**config.mk**
```make
export PLATFORM = sky130hd
export DESIGN_NAME = gfpva_key
export DESIGN_NICKNAME = d
export VERILOG_FILES = /design/src/hw/rtl/gfpva_pkg.sv /design/src/hw/rtl/gfpva_key.sv
export SDC_FILE = /design/constraint.sdc
export NUM_CORES = 2
export LEC_CHECK = 0
export BUFFER_PORTS_ARGS = -buffer_cell sky130_fd_sc_hd__buf_2
export CORE_ASPECT_RATIO = 1.75
export CORE_MARGIN = 8
export CORE_UTILIZATION = 58
export DETAILED_ROUTE_END_ITERATION = 6
export GPL_TIMING_DRIVEN = 0
export PLACE_DENSITY = 0.78
export RECOVER_POWER = 100
export SYNTH_ARGS = -nofsm -noshare
export SYNTH_HDL_FRONTEND = slang
export SYNTH_SLANG_ARGS = --single-unit
```
**constraint.sdc**
```tcl
create_clock -name clk -period 4.05 [get_ports clk]
set_input_delay 0.2025 -clock clk [delete_from_list [all_inputs] [get_ports clk]]
set_output_delay 0.2025 -clock clk [all_outputs]
set_load 0.02 [all_outputs]
```
**src/hw/rtl/gfpva_pkg.sv**
```systemverilog
// Shared types, widths and constant helpers for the GF(p) projective vector action block.
// No dependencies; every other file in hw/rtl imports this package.
package gfpva_pkg;

  localparam int ELEM_W           = 5;
  localparam int VEC_W            = 60;
  localparam int KEY_W            = 51;
  localparam int ROW_IDX_W        = 4;
  localparam int PROD_W           = 2 * ELEM_W;
  localparam int TBL_DEPTH        = 2 ** ELEM_W;
  localparam int DIMENSION_DEF    = 12;
  localparam int MODULUS_DEF      = 19;
  localparam int NUM_MATRICES_DEF = 2;
  // Number of register stages from the input register to the output register.
  localparam int NUM_STAGES       = 12;

  typedef enum logic {
    OP_LOAD  = 1'b0,
    OP_APPLY = 1'b1
  } opcode_t;

  // Weight of position pos in the key, base^pos kept modulo 2^KEY_W.
  function automatic logic [KEY_W-1:0] key_weight(input int pos, input int base);
    logic [KEY_W-1:0] w;
    w = KEY_W'(1);
    for (int k = 0; k < pos; k++) begin
      w = KEY_W'(w * KEY_W'(base));
    end
    return w;
  endfunction

endpackage

```
**src/hw/rtl/gfpva_key.sv**
```systemverilog
// Packs the normalized image and forms its base-p key through a registered adder tree.
// Uses gfpva_pkg; three register stages, the last one is the output register.
module gfpva_key
  import gfpva_pkg::*;
#(
  parameter int DIMENSION = DIMENSION_DEF,
  parameter int MODULUS   = MODULUS_DEF
) (
  input  logic              clk,
  input  logic [2:0]        stage_en,
  input  logic [ELEM_W-1:0] norm_elem [DIMENSION],
  input  logic              norm_zero,
  output logic [VEC_W-1:0]  image,
  output logic [KEY_W-1:0]  key,
  output logic              zero_flag
);

  localparam int GROUPS = (DIMENSION + 3) / 4;

  logic [KEY_W-1:0] weight [DIMENSION];
  logic [KEY_W-1:0] term_r [DIMENSION];
  logic [VEC_W-1:0] image_nxt;
  logic [VEC_W-1:0] image10_r;
  logic [VEC_W-1:0] image11_r;
  logic [VEC_W-1:0] image12_r;
  logic             zero10_r;
  logic             zero11_r;
  logic             zero12_r;
  logic [KEY_W-1:0] grp_nxt [GROUPS];
  logic [KEY_W-1:0] grp_r   [GROUPS];
  logic [KEY_W-1:0] key_nxt;
  logic [KEY_W-1:0] key_r;

  for (genvar gj = 0; gj < DIMENSION; gj++) begin : g_weight
    assign weight[gj] = key_weight(gj, MODULUS);
  end

  always_comb begin
    image_nxt = '0;
    for (int j = 0; j < DIMENSION; j++) begin
      image_nxt[ELEM_W*j +: ELEM_W] = norm_elem[j];
    end
  end

  always_comb begin
    for (int g = 0; g < GROUPS; g++) begin
      grp_nxt[g] = '0;
      for (int k = 0; k < 4; k++) begin
        if (4 * g + k < DIMENSION) begin
          grp_nxt[g] = grp_nxt[g] + term_r[4*g+k];
        end
      end
    end
    key_nxt = '0;
    for (int g = 0; g < GROUPS; g++) begin
      key_nxt = key_nxt + grp_r[g];
    end
  end

  always_ff @(posedge clk) begin
    if (stage_en[0]) begin
      for (int j = 0; j < DIMENSION; j++) begin
        term_r[j] <= KEY_W'(KEY_W'(norm_elem[j]) * weight[j]);
      end
      image10_r <= image_nxt;
      zero10_r  <= norm_zero;
    end
    if (stage_en[1]) begin
      grp_r     <= grp_nxt;
      image11_r <= image10_r;
      zero11_r  <= zero10_r;
    end
    if (stage_en[2]) begin
      key_r     <= key_nxt;
      image12_r <= image11_r;
      zero12_r  <= zero11_r;
    end
  end

  assign image     = image12_r;
  assign key       = key_r;
  assign zero_flag = zero12_r;

endmodule

```
==> impl_results.md <==
- HPWL Detailed: 94.9 mm
- Clock Skews: 48.7 ps
- GRT Util Overall: 25.7%
- Die outline width: 234 um
- Final hold vios: 0
- # IOs: 177
- Global placement routability congestion: 0.932
- Max-slew violations: 128
- Outcome: complete, but fails checks
- Utilization after layout: 66.1%
- Slew at the pin closest to its max-slew limit: 3740 ps
- Reg2Reg Setup Slack: -340 ps
- Starting density of the core: 58.2%
- Drt first-iter violations: 1,760
- Setup crit end: grp_r[47]$_DFFE_PP_
- Via/cell ratio: 5.75
- RR Endpoint: grp_r[47]$_DFFE_PP_
- Post-synth ARST share: 0%
- Max Root-Sink Buffers: 3
- Post-synth net total: 5,226
- Vias: 32,498
- Core Rows: 140
- Die Ht: 397 um
- Critical Path Start: image10_r[51]$_DFFE_PP_
- EDFF count, synth: 633
- Fillers: 6,141
- Setup-failing EPs final: 51
- Layout Nets: 5,587
- PortBufs: 176
- Fmax: 0.228 GHz
- Post-synth cell types: 82
- 1st-pass router iterations: 7
- CTS clk-pin slew, worst paths: 70 ps
- Commonest non-fill, non-tap cell in the layout: ha_1
- CTS sink count: 633
- TritonCTS Buffers: 60
- Initial antenna violation count: 2
- Final WS setup: -337 ps
- Tmin final: 4390 ps
- Routed wire length: 120 mm
- Placeable Area: 82,700 um2
- Die area: 92,800 um2
- Rel. slew slack: -149%
- Worst EP arrival: 4810 ps
- R2r startpoint: image10_r[51]$_DFFE_PP_
- Top_reg_cell synth: edfxtp_1
- Period utilisation layout: 108%
- First-pass GRT wire length: 183 mm
- Largest net degree at the start of global routing: 125
- Drt drc: 1
- Root buf cell: clkbuf_16
- Area delta synth->final: 13.5%
- Critical Path RT: 4480 ps
- Vias in the first global route: 34,074
- Endpoint class of the critical path: flip-flop
- Hold Path Class: in -> reg
- Number of max-cap violations: 3
- Yosys warning count: 0
- Place WS: -1320 ps
- Yosys reg bits: 633
- GRT overflow: 0
- Commonest cells after routing, fill and taps aside: ha_1 (678), edfxtp_1 (633), inv_1 (584)
- RSZ-0062 raised after global routing: true
- TritonCTS clock tree: yes
- R2r worst-path depth: 16
- Wire per inst: 21.2 um
- Sequential share of the synthesized area: 39.5%
- Worst skew pair latency: 680 ps
- Final antenna-violating net count: 0
- Largest fanout on the critical path: 4
- Cells after synthesis: 4,178
- Layout cell share with drive strength beyond 1: 11.2%
- H-tree depth: 2
- Kind of critical path: reg -> reg
- Post-Syn Area per Cell: 11.5 um2
- Worst setup SP type: flip-flop
- Failing checks: DRC, capacitance limit, slew limit, setup timing
- Synth Cell Area: 48,100 um2
## cells in the mapped netlist (6+ instances only)
| master | n | share of area, % |
|---|---|---|
| a31o_2 | 14 | 0.25 |
| or3_1 | 12 | 0.16 |
| inv_1 | 611 | 4.8 |
| nand3_1 | 60 | 0.62 |
| a41oi_1 | 8 | 0.15 |
| a21oi_1 | 278 | 2.9 |
| o211ai_1 | 10 | 0.16 |
| ha_1 | 704 | 18 |
| and2_1 | 19 | 0.25 |
| nor2b_1 | 39 | 0.51 |
| nand2_1 | 161 | 1.3 |
| nor4_1 | 8 | 0.10 |
| nand4_1 | 33 | 0.43 |
| nor2_1 | 156 | 1.2 |
| nor3_1 | 53 | 0.55 |
| a221oi_1 | 7 | 0.13 |
| edfxtp_1 | 633 | 40 |
| o21a_1 | 34 | 0.53 |
| fa_1 | 279 | 12 |
| a21o_1 | 173 | 2.7 |
| a21boi_0 | 12 | 0.19 |
| o21bai_1 | 60 | 0.94 |
| clkbuf_1 | 36 | 0.28 |
| o21ai_0 | 133 | 1.4 |
| nand2b_1 | 29 | 0.38 |
| a31oi_1 | 37 | 0.48 |
| buf_2 | 6 | 0.062 |
| a211oi_1 | 28 | 0.44 |
| xnor2_1 | 253 | 4.6 |
| xor2_1 | 117 | 2.1 |
| or2_2 | 19 | 0.25 |
| and3_1 | 28 | 0.36 |
| mux2i_1 | 7 | 0.15 |
| o31ai_1 | 20 | 0.31 |
| a311oi_1 | 7 | 0.13 |
## worst max-delay path, cell delays in order, from the launching register on
cell	delay, ps
edfxtp_1	530
inv_2	150
fa_1	450
fa_1	520
inv_2	50
ha_4	160
fa_2	360
a211oi_2	240
o211ai_2	120
a41oi_2	280
o21ai_2	120
a22oi_4	240
a31oi_4	150
a31oi_4	260
o41ai_4	110
a311oi_2	300
xnor2_1	110
## worst min path at each step
stage,startpoint,endpoint,slack [ps],cells past startpoint
3_5_place_dp,norm_zero,zero10_r$_DFFE_PP_,390,1
2_1_floorplan,norm_elem[55],image10_r[0]$_DFFE_PP_,300,0
3_3_place_gp,norm_zero,zero10_r$_DFFE_PP_,380,1
6_report,norm_elem[21],term_r[1][154]$_DFFE_PP_,30,2
4_1_cts,norm_elem[25],term_r[1][105]$_DFFE_PP_,10,2
5_1_grt,norm_elem[21],term_r[1][154]$_DFFE_PP_,20,2
## registers in the layout, indices dropped and copies added (netlist names)
name,flops
term_r,294
grp_r,106
image11_r,60
image,60
image10_r,59
key,51
zero10_r,1
zero11_r,1
zero_flag,1
## layer usage
metal | share of wire (%) | routed length (um) | up-vias | GRT usage, %
met3 | 3.3 | 3990 | 332 | 2.49
met5 | 0 | 0 | - | 0
met4 | 8.6 | 10200 | 0 | 17.9
met2 | 54 | 64600 | 834 | 49.3
met1 | 34 | 40900 | 15847 | 25.3
li1 | - | - | 15485 | -
## cell families (layout without fill, tap and decap cells)
group	after synthesis	in the layout	share of synthesized area, %
muxes	8	8	0.169
xor gates and xnor gates	370	370	6.73
DFF	633	633	39.5
and+or+nand+nor	636	636	6.40
AOI/OAI and AO/OA	891	891	12.1
buffers and inverters	657	1069	5.14
other	0	1	0
adders and majority gates	983	983	29.9
## final cells by class
| type | instances | area, um2 | share of cell area (%) |
|---|---|---|---|
| multi-input cells | 2888 | 27700 | 50.6 |
| flip-flops and latches | 633 | 19000 | 34.8 |
| inverters | 611 | 2300 | 4.21 |
| repair buffers | 306 | 2060 | 3.78 |
| clock buffers | 62 | 1510 | 2.76 |
| well taps | 1065 | 1330 | 2.44 |
| clock inverters | 51 | 591 | 1.08 |
| plain buffers | 39 | 155 | 0.284 |
| diodes | 1 | 2.50 | 0.00458 |
## metrics by stage
step / instances / hold slack (ps) / TNS [ps] / cell area [um2]
final: 5656 / 25.5 / -5650 / 54600
after global routing: 5655 / 20.9 / -19000 / 54600
after CTS: 5627 / 10.4 / -2580 / 54000
after detailed placement: 5424 / 385 / -52660 / 50600
after global placement: 5419 / 381 / -934980 / 50400
after floorplan: 4178 / 301 / -63.6 / 48200
## repair_timing
action | CTS | global route
pin swaps | 67 | 73
buffers inserted | 31 | 30
resized for setup | 114 | 119
hold buffers | 64 | 0
hold endpoints to repair | 176 | 0
setup endpoints to repair | 76 | 90
Power is left out: the tool's default activity adds up to more than one toggle a clock period on the data nets, which glitch-free logic cannot reach.
