[config.mk]
export PLATFORM = sky130hd
export DESIGN_NAME = gfpva_norm
export DESIGN_NICKNAME = d
export VERILOG_FILES = /design/src/hw/rtl/gfpva_pkg.sv /design/src/hw/rtl/gfpva_mod.sv /design/src/hw/rtl/gfpva_norm.sv
export SDC_FILE = /design/constraint.sdc
export NUM_CORES = 2
export LEC_CHECK = 0
export ABC_AREA = 1
export BUFFER_PORTS_ARGS = -buffer_cell sky130_fd_sc_hd__buf_2
export CAP_MARGIN = 10
export CORE_UTILIZATION = 55
export DETAILED_ROUTE_END_ITERATION = 16
export PLACE_DENSITY = 0.71
export SETUP_SLACK_MARGIN = 0.4
export SYNTH_ARGS = -nofsm -noshare
export SYNTH_HDL_FRONTEND = slang
export SYNTH_HIERARCHICAL = 1
export SYNTH_SLANG_ARGS = --single-unit
[constraint.sdc]
create_clock -name clk -period 8.29 [get_ports clk]
set_clock_uncertainty 0.15 [all_clocks]
set_input_delay 1.2435 -clock clk [delete_from_list [all_inputs] [get_ports clk]]
set_output_delay 1.2435 -clock clk [all_outputs]
set_load 0.01 [all_outputs]
[src/hw/rtl/gfpva_pkg.sv]
// Shared types, widths and constant helpers for the GF(p) projective vector action block.
// No dependencies; every other file in hw/rtl imports this package.
package gfpva_pkg;

  localparam int ELEM_W           = 5;
  localparam int VEC_W            = 60;
  localparam int KEY_W            = 51;
  localparam int ROW_IDX_W        = 4;
  localparam int PROD_W           = 2 * ELEM_W;
  localparam int TBL_DEPTH        = 2 ** ELEM_W;
  localparam int DIMENSION_DEF    = 12;
  localparam int MODULUS_DEF      = 19;
  localparam int NUM_MATRICES_DEF = 2;
  // Number of register stages from the input register to the output register.
  localparam int NUM_STAGES       = 12;

  typedef enum logic {
    OP_LOAD  = 1'b0,
    OP_APPLY = 1'b1
  } opcode_t;

  // Weight of position pos in the key, base^pos kept modulo 2^KEY_W.
  function automatic logic [KEY_W-1:0] key_weight(input int pos, input int base);
    logic [KEY_W-1:0] w;
    w = KEY_W'(1);
    for (int k = 0; k < pos; k++) begin
      w = KEY_W'(w * KEY_W'(base));
    end
    return w;
  endfunction

endpackage

[src/hw/rtl/gfpva_mod.sv]
// Two-stage reduction of an unsigned value modulo the field order.
// Uses gfpva_pkg; a reciprocal multiply estimates the quotient, one subtract corrects it.
module gfpva_mod
  import gfpva_pkg::*;
#(
  parameter int IN_W    = PROD_W,
  parameter int MODULUS = MODULUS_DEF
) (
  input  logic              clk,
  input  logic [1:0]        stage_en,
  input  logic [IN_W-1:0]   in_val,
  output logic [ELEM_W-1:0] out_res
);

  // floor(2^IN_W / p) keeps the quotient estimate at most one below the true quotient.
  localparam logic [IN_W-1:0] RECIP = IN_W'((64'd1 << IN_W) / MODULUS);
  localparam logic [IN_W-1:0] P_W   = IN_W'(MODULUS);

  logic [IN_W-1:0]   val_r;
  logic [IN_W-1:0]   quot_r;
  logic [ELEM_W-1:0] res_r;
  logic [2*IN_W-1:0] qprod;
  logic [IN_W-1:0]   rem_raw;
  logic [IN_W-1:0]   rem_fix;

  assign qprod   = {{IN_W{1'b0}}, in_val} * {{IN_W{1'b0}}, RECIP};
  assign rem_raw = val_r - IN_W'(quot_r * P_W);
  assign rem_fix = (rem_raw >= P_W) ? (rem_raw - P_W) : rem_raw;

  always_ff @(posedge clk) begin
    if (stage_en[0]) begin
      val_r  <= in_val;
      quot_r <= qprod[2*IN_W-1:IN_W];
    end
    if (stage_en[1]) begin
      res_r <= ELEM_W'(rem_fix);
    end
  end

  assign out_res = res_r;

endmodule

[src/hw/rtl/gfpva_norm.sv]
// Merge stage: finds the leading nonzero element, looks up its inverse and rescales all lanes.
// Uses gfpva_pkg and gfpva_mod; four register stages.
module gfpva_norm
  import gfpva_pkg::*;
#(
  parameter int DIMENSION = DIMENSION_DEF,
  parameter int MODULUS   = MODULUS_DEF
) (
  input  logic              clk,
  input  logic [3:0]        stage_en,
  input  logic [ELEM_W-1:0] lane_res [DIMENSION],
  output logic [ELEM_W-1:0] norm_elem [DIMENSION],
  output logic              norm_zero
);

  logic [ELEM_W-1:0] inv_term [TBL_DEPTH][TBL_DEPTH];
  logic [ELEM_W-1:0] inv_tbl  [TBL_DEPTH];
  logic [DIMENSION-1:0] nz;
  logic [DIMENSION-1:0] first_oh;
  logic [ELEM_W-1:0]    lead;

  logic [ELEM_W-1:0] val_r [DIMENSION];
  logic [ELEM_W-1:0] scale_r;
  logic              zero6_r;
  logic [PROD_W-1:0] mul_r [DIMENSION];
  logic              zero7_r;
  logic              zero8_r;
  logic              zero9_r;

  // Inverse table built at elaboration; entries with no inverse stay zero.
  for (genvar gv = 0; gv < TBL_DEPTH; gv++) begin : g_inv_v
    for (genvar gc = 0; gc < TBL_DEPTH; gc++) begin : g_inv_c
      assign inv_term[gv][gc] = (gv < MODULUS && gc >= 1 && gc < MODULUS &&
                                 ((gv * gc) % MODULUS) == 1) ? ELEM_W'(gc) : '0;
    end
  end

  always_comb begin
    for (int v = 0; v < TBL_DEPTH; v++) begin
      inv_tbl[v] = '0;
      for (int c = 0; c < TBL_DEPTH; c++) begin
        inv_tbl[v] = inv_tbl[v] | inv_term[v][c];
      end
    end
  end

  // Isolate the lowest set bit of the nonzero mask to pick the leading element.
  always_comb begin
    for (int j = 0; j < DIMENSION; j++) begin
      nz[j] = (lane_res[j] != '0);
    end
    first_oh = nz & (~nz + DIMENSION'(1));
    lead = '0;
    for (int j = 0; j < DIMENSION; j++) begin
      lead = lead | (first_oh[j] ? lane_res[j] : '0);
    end
  end

  always_ff @(posedge clk) begin
    if (stage_en[0]) begin
      val_r   <= lane_res;
      scale_r <= inv_tbl[lead];
      zero6_r <= ~|nz;
    end
    if (stage_en[1]) begin
      for (int j = 0; j < DIMENSION; j++) begin
        mul_r[j] <= PROD_W'(val_r[j]) * PROD_W'(scale_r);
      end
      zero7_r <= zero6_r;
    end
    if (stage_en[2]) begin
      zero8_r <= zero7_r;
    end
    if (stage_en[3]) begin
      zero9_r <= zero8_r;
    end
  end

  for (genvar gj = 0; gj < DIMENSION; gj++) begin : g_scale
    gfpva_mod #(
      .IN_W    (PROD_W),
      .MODULUS (MODULUS)
    ) u_mod (
      .clk      (clk),
      .stage_en (stage_en[3:2]),
      .in_val   (mul_r[gj]),
      .out_res  (norm_elem[gj])
    );
  end

  assign norm_zero = zero9_r;

endmodule

==> metrics.yaml <==
setup_path:
  cp_max_fo: 40
  required_ps: 8540
  cp_data_arrival_time_ps: 4940
  startpoint_type: "register"
  endpoint_kind: "register"
  path_class: "reg2reg"
status:
  status: "complete, no violations"
min_path:
  hold_path_class: "reg2reg"
route:
  drt-pass1-iter-count: 7
  drt-initial-drc-count: 1867
  vias: 37900
  antenna_left: 0
  drc: 0
  vias_per_cell: 4.97
  wl_per_cell_um: 13.1
  wirelength_um: 99900
floorplan:
  std_cell_rows: 112
  fp.coreArea_sq_um: 93500
  ios: 126
  initial_utilization: 0.556
  dieHeight_um: 309
  die_area_sq_um: 95700
  fp.dieW_um: 309
global_routing:
  antenna_found_initial: 16
  grt_first_pass_wirelength_um: 173000
  grt_pass1_vias: 38100
  grt_overflow_total: 0
  grt.total_usage: 0.219
  grt_max_degree: 71
sta:
  rsz0062_at_grt: "false"
  finalCritPeriodShare: 0.565
  hold_viol: 0
  tns_ps: 0
  worst_pin_slew_ps: 962
  finalMaxSlewViolations: 0
  setup_viol: 0
  period_needed_ps: 4690
  fmax_mhz: 213
  max_slew_margin: 0.359
final_layout:
  nets: 7643
  area_growth_pct: 7.77
  drive_above_1_share: 0.0739
clock_tree:
  cts_setup_buffers: 0
  path_clk_slew_ps: 60
  root_buffer: "clkbuf_16"
  h-tree-depth: 2
  cts_tree: "yes"
  insertion_delay_ps: 650
  cts.repair.resized: 0
  clockBufferDepth: 3
  clkSinkCount: 441
  cts_made_buffers: 55
  cts_hold_buffers: 0
synthesis:
  synth.avg_cell_area_sq_um: 8.44
  async_flop_share: 0
  seq_area_frac_synth: 0.255
  synth_nets: 7486
  syn_inst: 6156
  ys_warn_count: 6
  yosys-top-cells-area: "edfxtp_1 (25%), ha_1 (22%), fa_1 (13%), inv_1 (12%), nand2_1 (8.8%)"
  synth_cell_type_count: 42
  synth-seq-cells: 441
  ys.flop_type: "edfxtp_1"
  synth_commonest_cells: "inv_1 (1629), nand2_1 (1220), ha_1 (917)"
  synth_top_area_frac: 0.255
  synth_most_common_cell: "inv_1"
  yosysTopAreaCell: "edfxtp_1"
  synth_area_sq_um: 52000
  synth-edff-count: 441
run:
  maxCapViolations: 0
place:
  dpl.hpwl_um: 82400
  port_buffers: 125
  gp_congestion: 0.921
[registers in the layout, summed over array words and instances, names as in the netlist]
signal	flops
zero7_r	1
zero8_r	1
scale_r	5
g_scale.u_mod/quot_r	72
norm_zero	1
mul_r	120
zero6_r	1
val_r	60
g_scale.u_mod/out_res	60
g_scale.u_mod/val_r	120
[stage by stage]
step,worst slack [ps],hold slack [ps],cell area [sq um],util,std cells
after detailed placement,3670,257,54100,0.579,7510
after global routing,3250,282,56000,0.599,7615
after floorplan,4370,250,52000,-,6156
after global placement,3750,257,54100,0.579,7510
after CTS,3630,271,56000,0.599,7612
final,3600,271,56000,0.599,7621
[cell families (layout without fill, tap and decap cells)]
| family | after synthesis | in the layout | synth area share |
|---|---|---|---|
| AO/OA/AOI/OAI | 411 | 411 | 0.0464 |
| flip-flops | 441 | 441 | 0.255 |
| XOR/XNOR | 220 | 220 | 0.0371 |
| adder cells (fa/ha/maj) | 1265 | 1265 | 0.355 |
| AND/OR/NAND/NOR | 2132 | 2132 | 0.185 |
| other | 0 | 9 | 0 |
| buffers and inverters | 1687 | 1889 | 0.122 |
[layer usage]
| metal | global-route usage | up-vias | wire length (um) |
|---|---|---|---|
| li1 | - | 19600 | - |
| met1 | 0.290 | 17600 | 45500 |
| met2 | 0.374 | 627 | 46300 |
| met3 | 0.0331 | 127 | 6190 |
| met4 | 0.0562 | 0 | 1990 |
| met5 | 0 | - | 0 |
[final cells by class]
class	count	area, sq um
tap	1254	1570
multi-input combinational	4028	32400
antenna	9	22.5
clock buffer	64	1410
clock inverter	38	453
fill	8181	37500
sequential	441	13200
timing repair buffer	135	714
inverter	1652	6200
[worst max-delay path: stages (launching register included)]
cell and delay [ps]:
edfxtp_1 820, buf_4 520, nand2_1 130, fa_1 520, fa_1 430, fa_1 490, inv_1 40, ha_1 330
a21oi_1 140, nand2_1 90, a21oi_1 150, nor2_1 60, nor2_1 140, o21ai_0 120, a21oi_1 200, xnor2_1 80
[placed cells by master (no fill, tap or decap), types with 11 or more instances in the layout]
master	count
nand3_2	41
xnor2_1	82
a31oi_1	16
a21o_1	12
nor2_4	30
buf_4	12
a21oi_1	208
a211oi_1	12
nor2_2	22
nor2_1	272
a21oi_2	12
o31ai_1	12
o21bai_1	76
clkinv_1	11
ha_1	917
nor3_1	30
inv_1	1629
and2_1	13
nand2_1	1220
o21ai_0	58
edfxtp_1	441
fa_1	348
xor2_1	138
nand3b_1	15
nand2_2	111
buf_2	122
nand3_1	307
inv_2	18
clkbuf_16	55
nand4_1	46
[final timing paths]
kind | start | to | slack (ps) | cells after the start
worst max-delay path | scale_r[4]$_DFFE_PP_ | mul_r[1][9]$_DFFE_PP_ | 3600 | 15
worst min-delay path | zero7_r$_DFFE_PP_ | zero8_r$_DFFE_PP_ | 270 | 0
worst max register to register | scale_r[4]$_DFFE_PP_ | mul_r[1][9]$_DFFE_PP_ | 3600 | 15
worst min register to register | zero7_r$_DFFE_PP_ | zero8_r$_DFFE_PP_ | 270 | 0
Power is not shown: default switching activity piles up to over one toggle a cycle in this logic, so the estimate is an artifact.
