[config.mk]
export PLATFORM = sky130hd
export DESIGN_NAME = gfpva_lane
export DESIGN_NICKNAME = d
export VERILOG_FILES = /design/src/hw/rtl/gfpva_pkg.sv /design/src/hw/rtl/gfpva_mod.sv /design/src/hw/rtl/gfpva_lane.sv
export SDC_FILE = /design/constraint.sdc
export NUM_CORES = 1
export LEC_CHECK = 0
export ABC_CLOCK_PERIOD_IN_PS = 5560
export BUFFER_PORTS_ARGS = -buffer_cell sky130_fd_sc_hd__buf_2
export CAP_MARGIN = 20
export CORE_MARGIN = 8
export CORE_UTILIZATION = 49
export CTS_CLUSTER_SIZE = 40
export DETAILED_ROUTE_END_ITERATION = 10
export GPL_TIMING_DRIVEN = 0
export PLACE_DENSITY = 0.77
export SETUP_SLACK_MARGIN = 0.1
export SYNTH_ARGS = -nofsm -noshare
export SYNTH_HDL_FRONTEND = slang
export SYNTH_SLANG_ARGS = --single-unit
[constraint.sdc]
create_clock -name clk -period 5.56 [get_ports clk]
set_input_delay 0.278 -clock clk [delete_from_list [all_inputs] [get_ports clk]]
set_output_delay 0.278 -clock clk [all_outputs]
set_load 0.1 [all_outputs]
[src/hw/rtl/gfpva_pkg.sv]
// Shared types, widths and constant helpers for the GF(p) projective vector action block.
// No dependencies; every other file in hw/rtl imports this package.
package gfpva_pkg;

  localparam int ELEM_W           = 5;
  localparam int VEC_W            = 60;
  localparam int KEY_W            = 51;
  localparam int ROW_IDX_W        = 4;
  localparam int PROD_W           = 2 * ELEM_W;
  localparam int TBL_DEPTH        = 2 ** ELEM_W;
  localparam int DIMENSION_DEF    = 12;
  localparam int MODULUS_DEF      = 19;
  localparam int NUM_MATRICES_DEF = 2;
  // Number of register stages from the input register to the output register.
  localparam int NUM_STAGES       = 12;

  typedef enum logic {
    OP_LOAD  = 1'b0,
    OP_APPLY = 1'b1
  } opcode_t;

  // Weight of position pos in the key, base^pos kept modulo 2^KEY_W.
  function automatic logic [KEY_W-1:0] key_weight(input int pos, input int base);
    logic [KEY_W-1:0] w;
    w = KEY_W'(1);
    for (int k = 0; k < pos; k++) begin
      w = KEY_W'(w * KEY_W'(base));
    end
    return w;
  endfunction

endpackage

[src/hw/rtl/gfpva_mod.sv]
// Two-stage reduction of an unsigned value modulo the field order.
// Uses gfpva_pkg; a reciprocal multiply estimates the quotient, one subtract corrects it.
module gfpva_mod
  import gfpva_pkg::*;
#(
  parameter int IN_W    = PROD_W,
  parameter int MODULUS = MODULUS_DEF
) (
  input  logic              clk,
  input  logic [1:0]        stage_en,
  input  logic [IN_W-1:0]   in_val,
  output logic [ELEM_W-1:0] out_res
);

  // floor(2^IN_W / p) keeps the quotient estimate at most one below the true quotient.
  localparam logic [IN_W-1:0] RECIP = IN_W'((64'd1 << IN_W) / MODULUS);
  localparam logic [IN_W-1:0] P_W   = IN_W'(MODULUS);

  logic [IN_W-1:0]   val_r;
  logic [IN_W-1:0]   quot_r;
  logic [ELEM_W-1:0] res_r;
  logic [2*IN_W-1:0] qprod;
  logic [IN_W-1:0]   rem_raw;
  logic [IN_W-1:0]   rem_fix;

  assign qprod   = {{IN_W{1'b0}}, in_val} * {{IN_W{1'b0}}, RECIP};
  assign rem_raw = val_r - IN_W'(quot_r * P_W);
  assign rem_fix = (rem_raw >= P_W) ? (rem_raw - P_W) : rem_raw;

  always_ff @(posedge clk) begin
    if (stage_en[0]) begin
      val_r  <= in_val;
      quot_r <= qprod[2*IN_W-1:IN_W];
    end
    if (stage_en[1]) begin
      res_r <= ELEM_W'(rem_fix);
    end
  end

  assign out_res = res_r;

endmodule

[src/hw/rtl/gfpva_lane.sv]
// One column lane: dot product of the vector with one matrix column, reduced mod p.
// Uses gfpva_pkg and gfpva_mod; four register stages.
module gfpva_lane
  import gfpva_pkg::*;
#(
  parameter int DIMENSION = DIMENSION_DEF,
  parameter int MODULUS   = MODULUS_DEF
) (
  input  logic              clk,
  input  logic [3:0]        stage_en,
  input  logic [ELEM_W-1:0] vec_x [DIMENSION],
  input  logic [ELEM_W-1:0] col   [DIMENSION],
  output logic [ELEM_W-1:0] lane_res
);

  localparam int SUM_W = PROD_W + $clog2(DIMENSION);

  logic [PROD_W-1:0] prod_r [DIMENSION];
  logic [SUM_W-1:0]  sum_nxt;
  logic [SUM_W-1:0]  sum_r;

  always_ff @(posedge clk) begin
    if (stage_en[0]) begin
      for (int i = 0; i < DIMENSION; i++) begin
        prod_r[i] <= PROD_W'(vec_x[i]) * PROD_W'(col[i]);
      end
    end
    if (stage_en[1]) begin
      sum_r <= sum_nxt;
    end
  end

  always_comb begin
    sum_nxt = '0;
    for (int i = 0; i < DIMENSION; i++) begin
      sum_nxt = sum_nxt + SUM_W'(prod_r[i]);
    end
  end

  gfpva_mod #(
    .IN_W    (SUM_W),
    .MODULUS (MODULUS)
  ) u_mod (
    .clk      (clk),
    .stage_en (stage_en[3:2]),
    .in_val   (sum_r),
    .out_res  (lane_res)
  );

endmodule

==> results.cfg, run 1 <==
[run_status]
status = completed

[critical_path]
crit_fanout = 2
r2r_end = sum_r[12]$_DFFE_PP_
crit_chain = fa_1 -> fa_1 -> inv_1 -> fa_1 -> fa_1 -> fa_1 -> inv_1 -> ha_1 -> fa_1 -> a21o_1 -> a21oi_2 -> o21bai_1 -> a21oi_2 -> o21bai_1 -> a21oi_2 -> buf_4 -> o2111ai_1 -> o2111ai_1
critPathBufInv = 3
setup.worst_path.end = sum_r[12]$_DFFE_PP_
crit_path_frequent_cell = fa_1
r2r-start = prod_r[1][2]$_DFFE_PP_
path_delay_family = adder cells
worstSetupStartpoint = prod_r[1][2]$_DFFE_PP_
cp-end-kind = flop
crit_arrival_ns = 5.54
criticalPathCategory = flop to flop
cp.depth = 18
crit_slowest_cell = fa_1
required_ns = 5.83
start_kind = flop
ff2ff_path_depth = 18
cp_slowest_stage_delay_ns = 0.58
reg2reg_slack_ns = 0.29

[drt]
drt_iter0_markers = 538
detailedRoute.firstPassIterationCount = 7
drc = 0
ant_nets = 0
vias = 13340
viasPerCell = 5.023
wl_per_cell_um = 15.18
wirelength_um = 40310

[sta]
skew_ns = 0.02153
final-setup-viol-count = 0
fin_tns_setup_ns = 0
rsz0062_at_grt = false
worstMarginPinSlew_ns = 0.5577
finalCritPeriodShare_pct = 94.77
fmax_mhz = 189.8
slew_headroom_pct = 62.82
period_minus_slack_ns = 5.269
final-hold-violation-count = 0
finalMaxSlewViolations = 0

[worst_hold_path]
hp-start = stage_en[3]
hold_path.class = input pin to flop

[grt]
antenna_found_initial = 0
overflow = 0
grt_usage_pct = 17.04
grt_pass1_vias = 14920
grt_max_degree = 81
grt_pass1_wl_um = 68880

[yosys]
syn-num-nets = 2685
ys_top_cells_by_area = fa_1 (27%), edfxtp_1 (24%), ha_1 (20%)
synth_ff_type = edfxtp_1
synth_top_area_cell = fa_1
synth.distinct_cells = 60
async_reset_ff_share_pct = 0
synthSimpleGateAreaFrac_pct = 9.597
synth_top_family_by_area = adder cells
syn-cell-area_um2 = 20630
ys_seq_area_share_pct = 23.73
synth_edf_count = 163
ys_ff_latch = 163
synth_fa_ha_area_share_pct = 46.81
synth_compound_area_share_pct = 6.121
syn_inst = 1954
synthMuxAreaShare_pct = 0.1820
syn_avg_cell_area_um2 = 10.56
yosysWarnings = 0
yosys.area_share.xor_xnor_pct = 4.374
netlist.area_leader.share_pct = 26.79

[finish]
fillers = 3500
fin_nets = 2835
final_common_cell = inv_1
final_cell_mix = inv_1 (502), ha_1 (330), fa_1 (276)
diodes = 0
final_util_pct = 54.20
area_growth_pct = 9.724
drive_gt1_share_pct = 8.692

[die]
placeableCoreArea_um2 = 41760
die_area_um2 = 48920
num_rows = 75
die_x_um = 221.2
die_y_um = 221.2
io_pins = 130
initial_core_util_pct = 49.39

[clock_network]
numCtsBuffers = 17
cts_tree = done
cts_buffer_depth = 2
cts_sinks = 163
cts.root.buffer_cell = clkbuf_16
cts_hold_buffers = 0
htreeDepth = 4
clkTransAtPathRegs_ns = 0.08
clock_latency_ns = 0.45

[placed_design]
gp_congestion = 0.8706
hpwlAfterDp_um = 34240
portBuffers = 129

[flow_run]
drv_cap = 0
==> metal layers <==
metal / wire [µm] / track usage [%] / vias to the layer above
li1: - / - / 6481
met1: 16560 / 19.48 / 6564
met2: 20840 / 31.19 / 214
met3: 1128 / 2.725 / 81
met4: 1780 / 7.383 / 0
met5: 0 / 0 / -
==> cells by family after synthesis <==
logic type                 Yosys count
adders and majority gates          606
buffers and inverters              505
and+or+nand+nor                    385
AOI/OAI and AO/OA                  189
DFF                                163
xor gates and xnor gates           103
muxes                                3
==> state kept, by name, indices dropped and copies added (netlist names) <==
register and flops:
prod_r 120, sum_r 14, u_mod.val_r 14, u_mod.quot_r 10, u_mod.out_res 5
==> worst reg2reg max path, stage by stage, from the launching register on <==
cell and delay, ns:
edfxtp_1 0.41, fa_1 0.55, fa_1 0.58, inv_1 0.08, fa_1 0.55, fa_1 0.44, fa_1 0.49, inv_1 0.04
ha_1 0.21, fa_1 0.45, a21o_1 0.21, a21oi_2 0.21, o21bai_1 0.11, a21oi_2 0.18, o21bai_1 0.09, a21oi_2 0.15
buf_4 0.14, o2111ai_1 0.09, o2111ai_1 0.12
==> per-stage QoR <==
| step | instances | setup WS, ns | area (µm²) | hold WS (ns) |
|---|---|---|---|---|
| 2_1_floorplan | 1954 | 0.5413 | 20630 | 0.3905 |
| 3_3_place_gp | 2622 | 0.1604 | 21950 | 0.5576 |
| 3_5_place_dp | 2623 | 0.07402 | 21980 | 0.5640 |
| 4_1_cts | 2655 | 0.1205 | 22620 | 0.1042 |
| 5_1_grt | 2656 | 0.08686 | 22630 | 0.1152 |
| 6_report | 2656 | 0.2908 | 22630 | 0.1138 |
==> area by class of cell <==
class                   instances  area, µm²  area share, %
plain buffers                   2      7.507        0.03317
repair buffers                131      683.2          3.019
clock buffers                  17      425.4          1.880
multi-input cells            1286      13850          61.18
well taps                     539      674.4          2.980
clock inverters                15      211.5         0.9343
inverters                     503       1888          8.343
flip-flops and latches        163       4895          21.63
==> what timing repair did <==
item | CTS | global route
setup buffers | 0 | 1
resized for setup | 1 | 2
pin swaps | 0 | 2
endpoints found under the setup margin | 1 | 2
==> worst min-delay path by stage <==
| stage | to | cells past startpoint |
|---|---|---|
| 4_1_cts | u_mod.out_res[2]$_DFFE_PP_ | 1 |
| 2_1_floorplan | prod_r[0][0]$_DFFE_PP_ | 0 |
| 3_5_place_dp | u_mod.out_res[0]$_DFFE_PP_ | 1 |
| 6_report | u_mod.out_res[2]$_DFFE_PP_ | 1 |
| 3_3_place_gp | u_mod.out_res[0]$_DFFE_PP_ | 1 |
| 5_1_grt | u_mod.out_res[1]$_DFFE_PP_ | 1 |
==> synth_stat cells, types with 2 or more instances <==
cell type	instances
nand3_1	3
o21ai_1	4
o21a_1	2
xor2_1	22
nor3_1	5
a31oi_1	2
inv_1	502
a22oi_1	2
o21ai_0	7
o21bai_1	40
and4_1	2
or2_2	2
ha_1	330
o2bb2ai_1	2
a21oi_1	78
nand4_1	2
a211oi_1	3
o2111ai_1	4
a31o_2	3
o31a_1	2
a21o_1	22
a21o_2	2
nand2_1	144
a311oi_1	2
edfxtp_1	163
clkbuf_1	2
and2_1	172
o211ai_1	2
nor2b_1	3
or3_1	3
nor2_1	38
fa_1	276
xnor2_1	81
Power of run 1 is left out: the tool's default activity adds up to more than one toggle a clock period on the data nets, which glitch-free logic cannot reach.
==> run 2, diff against run 1 <==
--- a/config.mk
+++ b/config.mk
@@ -13,7 +13,7 @@
 export CTS_CLUSTER_SIZE = 40
 export DETAILED_ROUTE_END_ITERATION = 10
 export GPL_TIMING_DRIVEN = 0
-export PLACE_DENSITY = 0.77
+export PLACE_DENSITY = 0.75
 export SETUP_SLACK_MARGIN = 0.1
 export SYNTH_ARGS = -nofsm -noshare
 export SYNTH_HDL_FRONTEND = slang
==> run 2 against run 1 <==
Compared with the run above: global-route usage down 0.20 points; critical path type unchanged; largest cell class unchanged; critical endpoint unchanged; via count down 0.24%; die area unchanged; worst setup slack better by 0.0068 ns.
==> results.cfg, run 2 (same netlist as run 1, synthesis figures left out) <==
[clock_network]
clock_latency_ns = 0.45
htreeDepth = 4
clkTransAtPathRegs_ns = 0.08
numCtsBuffers = 17
cts.root.buffer_cell = clkbuf_16
cts_sinks = 163
cts_buffer_depth = 2
cts_tree = done

[critical_path]
ff2ff_path_depth = 17
criticalPathCategory = flop to flop
cp-end-kind = flop
reg2reg_slack_ns = 0.30
crit_arrival_ns = 5.43
start_kind = flop
required_ns = 5.73
r2r_end = sum_r[12]$_DFFE_PP_
crit_fanout = 3
r2r-start = prod_r[1][2]$_DFFE_PP_

[finish]
final-seq-area_um2 = 4895
final_area_um2 = 22590
largestRegisters = prod_r x120, sum_r x14, u_mod.val_r x14
final_cell_mix = inv_1 (502), ha_1 (330), fa_1 (276)
drive_gt1_share_pct = 8.644
fillers = 3465
final_common_cell = inv_1
largest_reg_flops = 120
multi_input_area_um2 = 13850
area_growth_pct = 9.518
top_register = prod_r
fin_nets = 2835

[sta]
fmax_mhz = 190.0
finalMaxSlewViolations = 0
final-setup-viol-count = 0
period_minus_slack_ns = 5.262
finalCritPeriodShare_pct = 94.65
fin_tns_setup_ns = 0
rsz0062_at_grt = false
worstMarginPinSlew_ns = 0.6285
final-hold-violation-count = 0
slew_headroom_pct = 58.10
hold_slack_ns = 0.1204
skew_ns = 0.01962

[drt]
ant_nets = 0
drc = 0
wl_per_cell_um = 15.01
wirelength_um = 39890
vias = 13310
detailedRoute.firstPassIterationCount = 5
drt_iter0_markers = 683
viasPerCell = 5.009

[die]
die_y_um = 221.2
initial_core_util_pct = 49.39
die_x_um = 221.2
die_area_um2 = 48920
placeableCoreArea_um2 = 41760
num_rows = 75
io_pins = 130

[run_status]
status = completed

[worst_hold_path]
hp-start = stage_en[3]
hold_depth = 1
min_to = u_mod.out_res[1]$_DFFE_PP_
hold_path.class = input pin to flop

[grt]
grt_pass1_vias = 14710
grt_max_degree = 75
antenna_found_initial = 3
grt_usage_pct = 16.85
overflow = 0
grt_pass1_wl_um = 68580

[placed_design]
hpwlAfterDp_um = 34330
gp_congestion = 0.9214
portBuffers = 129
place_area_um2 = 21980

[flow_run]
drv_cap = 0
==> run 2: cell count changes in the layout (fill, tap and decap cells not counted) <==
cell and change:
inv_6 -1, clkinv_8 -3, diode_2 +1, inv_8 +2, clkinv_4 +4, inv_12 -3, clkinv_1 +1
==> run 2: stage by stage <==
stage / instances / setup slack (ns) / util, %
after floorplan: 1954 / 0.5413 / -
after global placement: 2622 / 0.1623 / 52.55
after detailed placement: 2623 / 0.06455 / 52.63
final: 2657 / 0.2976 / 54.09
after global routing: 2656 / 0.1179 / 54.09
after CTS: 2655 / 0.1158 / 54.05
==> run 2: worst max-delay path: stages (launching register included) <==
cell,delay (ns)
edfxtp_1,0.40
fa_1,0.54
fa_1,0.59
inv_1,0.09
fa_1,0.55
fa_1,0.43
fa_1,0.49
inv_1,0.04
ha_1,0.22
fa_1,0.46
a21o_1,0.21
a21oi_2,0.17
o21bai_1,0.10
a21oi_2,0.18
o21bai_1,0.09
a21oi_2,0.18
or4b_2,0.15
o2111ai_1,0.11
==> run 2: cell type report <==
cell class | instances | area share, %
diodes | 1 | 0.01108
well taps | 539 | 2.985
flip-flops and latches | 163 | 21.67
clock inverters | 15 | 0.7367
clock buffers | 17 | 1.883
repair buffers | 131 | 3.024
plain buffers | 2 | 0.03323
inverters | 503 | 8.358
multi-input cells | 1286 | 61.30
==> run 2: worst max-delay path by stage <==
stage	start	slack (ns)	endpoint
finish	prod_r[1][2]$_DFFE_PP_	0.30	sum_r[12]$_DFFE_PP_
global route	prod_r[1][2]$_DFFE_PP_	0.12	sum_r[12]$_DFFE_PP_
CTS	prod_r[2][22]$_DFFE_PP_	0.12	sum_r[12]$_DFFE_PP_
detailed placement	prod_r[2][22]$_DFFE_PP_	0.06	sum_r[12]$_DFFE_PP_
global placement	prod_r[2][22]$_DFFE_PP_	0.16	sum_r[12]$_DFFE_PP_
floorplan	prod_r[2][22]$_DFFE_PP_	0.54	sum_r[12]$_DFFE_PP_
==> run 2: per-layer routing <==
metal | vias to the layer above | part of all wire, % | wire length [µm] | global-route usage [%]
li1 | 6467 | - | - | -
met1 | 6568 | 41 | 16540 | 19.71
met2 | 206 | 53 | 20990 | 31.32
met3 | 61 | 3.2 | 1281 | 2.751
met4 | 6 | 2.6 | 1045 | 4.994
met5 | - | 0.078 | 31 | 0
==> run 2: timing repair <==
action	4_1_cts	5_1_grt
buffers inserted	0	1
gates resized for setup	1	2
pin swaps	0	2
endpoints found under the setup margin	1	1
endpoints found under the hold margin	0	0
hold buffers	0	0
Power of run 2 is left out for the same reason.
